--- src/chm_ram.sv ---
// Generic simple dual-port RAM: one write port, one read port, registered read.
// No dependencies.
module chm_ram #(
   parameter int WIDTH = 8,
   parameter int DEPTH = 16
) (
   input  logic                     clock,
   input  logic                     wr_en,
   input  logic [$clog2(DEPTH)-1:0] wr_addr,
   input  logic [WIDTH-1:0]         wr_data,
   input  logic [$clog2(DEPTH)-1:0] rd_addr,
   output logic [WIDTH-1:0]         rd_data
);

   logic [WIDTH-1:0] mem [DEPTH];
   logic [WIDTH-1:0] rd_data_ff;

   always_ff @(posedge clock) begin
      if (wr_en) begin
         mem[wr_addr] <= wr_data;
      end
      rd_data_ff <= mem[rd_addr];
   end

   assign rd_data = rd_data_ff;

endmodule

--- config.mk ---
export PLATFORM = sky130hd
export DESIGN_NAME = chm_ram
export DESIGN_NICKNAME = d
export VERILOG_FILES = /design/src/chm_ram.sv
export SDC_FILE = /design/constraint.sdc
export NUM_CORES = 1
export LEC_CHECK = 0
export BUFFER_PORTS_ARGS = -buffer_cell sky130_fd_sc_hd__buf_2
export CAP_MARGIN = 10
export CELL_PAD_IN_SITES_DETAIL_PLACEMENT = 0
export CELL_PAD_IN_SITES_GLOBAL_PLACEMENT = 1
export CORE_ASPECT_RATIO = 1.4
export CORE_MARGIN = 2
export CORE_UTILIZATION = 45
export DETAILED_ROUTE_END_ITERATION = 12
export GPL_TIMING_DRIVEN = 0
export PLACE_DENSITY = 0.7
export SYNTH_ARGS = -nofsm -noshare
export SYNTH_HDL_FRONTEND = slang
export SYNTH_SLANG_ARGS = --single-unit
--- constraint.sdc ---
create_clock -name clock -period 2.5 [get_ports clock]
set_input_delay 0.5 -clock clock [delete_from_list [all_inputs] [get_ports clock]]
set_output_delay 0.5 -clock clock [all_outputs]
set_load 0.02 [all_outputs]
---- Yosys cells after proc, flatten, opt, wreduce, memory -nomap -nowiden ----
Memory sizes are Yosys's and may differ from the RTL's. A register that Yosys moved wholly into a read port is not among the register bits.
Cells that the tools add are included.
storage, ports and cells
  bits in registers ....................... 0
  input bits .............................. 18
  memories ................................ 1
  output and inout bits ................... 8
  logic and storage cells ................. 3
  memory bits (writable) .................. 128
memory list
  memory  depth  bits a word  read ports  clocked after memory_dff  wr ports  RTL line  text
  mem     16     8            1           1                         1         15        logic [WIDTH-1:0] mem [DEPTH];
operators by class
  muxes and demuxes ....................... 2
operators by type and width
  operator           number
  two-way mux 1 bit  2

---- Depth between registers and ports, before layout ----
Gate-level depths: netlist (run 1).
  depth after elaboration ................. 2
  depth in mapped cells ................... 5
  mapped depth without buffers ............ 3

---- Worst setup path after synthesis (run 1) ----
No wires, ideal clock.
  path kind ............................... input -> register
  start point ............................. input port wr_addr[2]
  end point ............................... memory mem[0][0], enable pin
  arrival time ............................ 1.610 ns
  library setup time ...................... 0.383 ns
  cell stages on the path ................. 2
  setup slack ............................. 0.507 ns
  path through ............................ or3b_2 nor3_1
RTL lines
  element             RTL line  text
  start: declaration  9         input logic [$clog2(DEPTH)-1:0] wr_addr,
  end: declaration    15
Straight into the memory's write port.

---- Final worst setup path (run 1) ----
  start point ............................. input port wr_addr[2]
  end point ............................... memory mem[0][2], enable pin
Straight into the memory's write port.

==> impl_metrics.yaml, run 1 <==
finish:
  final_nets: 294
  antenna_cells: 0
  syn_to_final_growth_pct: 17.5
  drive_gt1_share_pct: 28.5
placement:
  dp_hpwl_um: 6390
  gp_congestion: 0.782
  numPortBuffers: 24
setup_path:
  crit_path_start_kind: "input port"
  critPathMaxFanout: 5
  critPathCaptureType: "register"
  path_delay_family: "simple AND/OR/NAND/NOR gates"
  cp.required_ps: 2620
  crit_type: "in2reg"
  crit_chain: "buf_2 > or3b_2 > nor3_1 > buf_4"
  worstPathArrival_ps: 1900
  cp_slowest_cell: "or3b_2"
  path_buf_inv: 2
  cpPeakStageDelay_ps: 520
grt:
  grt_pass1_wl_um: 14300
  grt_max_degree: 17
  grt_pass1_vias: 2404
  grt_usage_pct: 17.7
  grt_overflow_total: 0
  antenna_found_initial: 0
clock_tree:
  cts_tree: "done"
  cts_resized: 0
  htreeDepth: 4
  cts-root-buf: "clkbuf_16"
  cts.path.max_buffers: 2
  clock_latency_ps: 410
  hold_buffers: 0
  clkTransAtPathRegs_ps: 50
  cts_inserted_buffers: 17
  cts.sinks: 136
  post_cts_buffers: 0
power_and_ir_drop:
  power_mw: 5.21
  peakVddDrop_uv: 466
  power_density_mw_per_mm2: 861
  p_leak_nw: 2.04
timing:
  hold_violations: 0
  worstMarginPinSlew_ps: 796
  holdWs_ps: 473
  fmax_mhz: 561
  maxSlewHeadroom_pct: 46.7
  finalClockSkew_ps: 6.38
  final_max_slew_viol_count: 0
  period_needed_ps: 1780
  rsz0062_at_grt: "false"
  setup_viol: 0
  post-route-period-util_pct: 71.3
detailed_routing:
  drt-vias-per-instance: 5.51
  drc: 0
  vias: 2380
  drt_iter0_drc: 267
  first_pass_iters: 4
  wl_um: 9710
  avgRoutedWirePerCell_um: 22.5
  ant_nets: 0
synthesis:
  seq_area_frac_synth_pct: 77.8
  synth_area_leaders: "edfxtp_1 (75%), mux4_2 (7.9%), mux4_1 (7.1%)"
  synth_most_common_cell: "edfxtp_1"
  synth_top_cell_area_share_pct: 74.7
  postSynthNetCount: 247
  synth-seq-cells: 136
  synth_commonest_cells: "edfxtp_1 (128), mux4_2 (18), a22oi_1 (16), mux4_1 (14), nor2_1 (13)"
  ys_types: 19
  synth_warnings: 0
  syn_avg_cell_area_um2: 22.5
  synth-main-ff-cell: "edfxtp_1"
  synth_edf_count: 128
  yosys.area.top_type: "edfxtp_1"
  synthArstFlopShare_pct: 0
  postSynthCellCount: 229
  syn_area_mm2: 0.00515
hold_path:
  hold_path_class: "in2reg"
floorplan:
  die_h_um: 131
  initial_utilization_pct: 45.9
  core_region_area_mm2: 0.0112
  die_w_um: 94.4
  pin_count: 26
  core.rowCount: 46
  dieArea_mm2: 0.0123
run:
  drv_cap: 0
outcome:
  outcome: "finished clean"
## where the power goes
part / internal, mW / leakage [nW] / switching (mW)
clock network: 1.56 / 0.281 / 0.823
registers: 2.55 / 1.22 / 0.0117
logic: 0.103 / 0.536 / 0.156
total: 4.22 / 2.04 / 0.990
## stage by stage
stage / TNS [ps] / utilization (%) / instances / instance area [um^2] / setup slack [ps]
2_1_floorplan: 0 / - / 229 / 5150 / 507
3_3_place_gp: -709 / 48.5 / 397 / 5450 / -89.1
3_5_place_dp: 0 / 48.7 / 399 / 5460 / 163
4_1_cts: 0 / 53.8 / 430 / 6040 / 597
5_1_grt: 0 / 53.9 / 432 / 6050 / 599
6_report: 0 / 53.9 / 432 / 6050 / 718
## path summary, 6_finish.rpt
path                        start                   to  slack, ps  cells past startpoint
max                    wr_addr[2]  mem[0][2]$_DFFE_PP_        720                      4
min                    wr_data[6]  mem[4][6]$_DFFE_PP_        470                      1
max reg2reg   mem[1][5]$_DFFE_PP_   rd_data[5]$_DFF_P_       1060                      3
min reg2reg  mem[14][3]$_DFFE_PP_   rd_data[3]$_DFF_P_        680                      3
## cell usage in the layout, fill, tap and decap left out
cell / count
clkbuf_16: 17
nor2_1: 13
clkbuf_8: 4
nand2_1: 9
and2_1: 1
mux4_2: 18
bufinv_16: 2
clkdlybuf4s25_2: 3
buf_4: 3
clkbuf_1: 6
or3b_2: 1
nand2b_1: 2
buf_2: 28
clkbuf_4: 1
nand3b_1: 2
and2b_1: 1
a22oi_1: 16
nor2b_1: 1
clkinv_2: 2
nand3_1: 1
mux4_1: 14
dfxtp_1: 8
nor3_1: 4
edfxtp_1: 128
buf_6: 3
## flip-flops by register name, summed over array words and instances (netlist names)
register,count
mem,128
rd_data,8
## cells by family after synthesis
group	count (synthesis)	share of synthesized area, %
buffers and inverters	10	1.68
and+or+nand+nor	35	3.18
AOI/OAI and AO/OA	16	2.33
muxes	32	15.0
DFF	136	77.8
## per-layer routing
layer / track usage (%) / vias to the layer above / part of all wire (%)
li1: - / 1064 / -
met1: 21.2 / 1216 / 39
met2: 29.8 / 86 / 54
met3: 4.99 / 14 / 4.7
met4: 7.93 / 0 / 1.9
met5: 0 / - / 0
## final cells by class
type                       instances  area [um^2]
buffer                            10         86.3
clock buffer                      27          503
multi-input combinational         83         1060
timing repair buffer              28          148
tap                              144          180
fill                             860         5170
clock inverter                     4         70.1
sequential                       136         4000
Power figures use the tool's default switching activity.
==> inputs of run 2 (changes only) <==
Clock period 2.5 ns to 1.7 ns, I/O delays scaled along.
==> impl_metrics.yaml, run 2 (synthesis gave the netlist of run 1 again) <==
clock_tree:
  cts.sinks: 136
  hold_buffers: 0
  cts-root-buf: "clkbuf_16"
  clock_latency_ps: 410
  cts_inserted_buffers: 17
  htreeDepth: 4
  cts.path.max_buffers: 2
  cts_tree: "done"
  clkTransAtPathRegs_ps: 60
setup_path:
  crit_chain: "buf_2 > or3b_2 > nor2_1"
  critPathMaxFanout: 8
  worstPathArrival_ps: 1570
  crit_path_start_kind: "input port"
  cpPeakStageDelay_ps: 610
  cp_slowest_cell: "nor2_1"
  path_buf_inv: 1
  cp.required_ps: 1740
  crit_type: "in2reg"
  path_delay_family: "simple AND/OR/NAND/NOR gates"
  critPathCaptureType: "register"
finish:
  antenna_cells: 0
  final_nets: 291
  multi_input_area_mm2: 0.00107
  regArea_mm2: 0.00400
  final_util_pct: 54.1
  top_register: "mem"
  final_common_cell: "edfxtp_1"
  fillers: 848
  drive_gt1_share_pct: 29.7
  final_cell_mix: "edfxtp_1 (128), buf_2 (27), mux4_2 (18), clkbuf_16 (17), a22oi_1 (16)"
  syn_to_final_growth_pct: 18.0
  largest_reg_flops: 128
grt:
  grt_usage_pct: 17.4
  grt_max_degree: 17
  antenna_found_initial: 0
  grt_pass1_vias: 2401
  grt_pass1_wl_um: 14100
  grt_overflow_total: 0
power_and_ir_drop:
  peakVddDrop_uv: 678
  p_leak_nw: 2.04
  power_density_mw_per_mm2: 1300
floorplan:
  initial_utilization_pct: 45.9
  die_h_um: 131
  pin_count: 26
  core_region_area_mm2: 0.0112
  dieArea_mm2: 0.0123
  die_w_um: 94.4
  core.rowCount: 46
detailed_routing:
  first_pass_iters: 4
  vias: 2392
  wl_um: 9610
  drt_iter0_drc: 216
  ant_nets: 0
  drc: 0
  avgRoutedWirePerCell_um: 22.3
  drt-vias-per-instance: 5.56
placement:
  gp_congestion: 0.761
  dp_hpwl_um: 6190
  numPortBuffers: 24
timing:
  hold_violations: 0
  setup_viol: 0
  final_max_slew_viol_count: 0
  rsz0062_at_grt: "false"
  holdWs_ps: 318
  period_needed_ps: 1540
  finalSetupTns_ps: 0
  post-route-period-util_pct: 90.5
  worstMarginPinSlew_ps: 1150
  fmax_mhz: 650
  finalClockSkew_ps: 5.71
  maxSlewHeadroom_pct: 22.9
outcome:
  outcome: "finished clean"
hold_path:
  hold_path_class: "in2reg"
run:
  drv_cap: 0
[run 2: cell count changes in the layout (fill, tap and decap cells not counted), sizes merged]
| cell | change |
|---|---|
| clkbuf | -11 |
| clkinv | +5 |
| clkinvlp | +3 |
| buf | -2 |
| bufinv | +2 |
| inv | +1 |
[run 2: area by class of cell]
type	instances	share of cell area [%]
clock buffers	17	7.00
clock inverters	15	3.01
flip-flops and latches	136	65.9
plain buffers	10	1.42
well taps	144	2.97
multi-input cells	83	17.6
repair buffers	25	2.10
[run 2: what timing repair did]
item	in CTS	in global routing
endpoints found under the setup margin	8	0
resized for setup	1	0
setup buffers	0	0
[run 2: where the power goes]
group          total (mW)  internal, mW  switching (mW)  leakage, nW
clock                3.74          2.43            1.31        0.291
combinational       0.382         0.150           0.232        0.523
sequential           3.77          3.75          0.0166         1.22
[run 2: metal layers]
metal	share of wire [%]	GRT usage [%]	vias up
met5	0	0	-
met4	2.3	8.18	0
met3	4.3	5.16	18
met2	53	28.7	79
met1	41	21.2	1235
li1	-	-	1060
[run 2: path summary, 6_finish.rpt]
| path | from | to | slack [ps] | depth (start not counted) |
|---|---|---|---|---|
| setup / recovery | wr_addr[2] | mem[3][6]$_DFFE_PP_ | 160 | 3 |
| hold / removal | wr_data[6] | mem[1][6]$_DFFE_PP_ | 320 | 1 |
| setup reg to reg | mem[1][0]$_DFFE_PP_ | rd_data[0]$_DFF_P_ | 290 | 3 |
| hold reg to reg | mem[12][0]$_DFFE_PP_ | rd_data[0]$_DFF_P_ | 690 | 3 |
[run 2: stage by stage]
stage	setup slack (ps)	total power [mW]	cells	area, um^2
2_1_floorplan	93.9	4.05	229	5150
3_3_place_gp	-439	4.21	397	5450
3_5_place_dp	-465	4.22	398	5460
4_1_cts	119	7.93	430	6070
5_1_grt	30.8	8.11	430	6070
6_report	162	7.88	430	6070
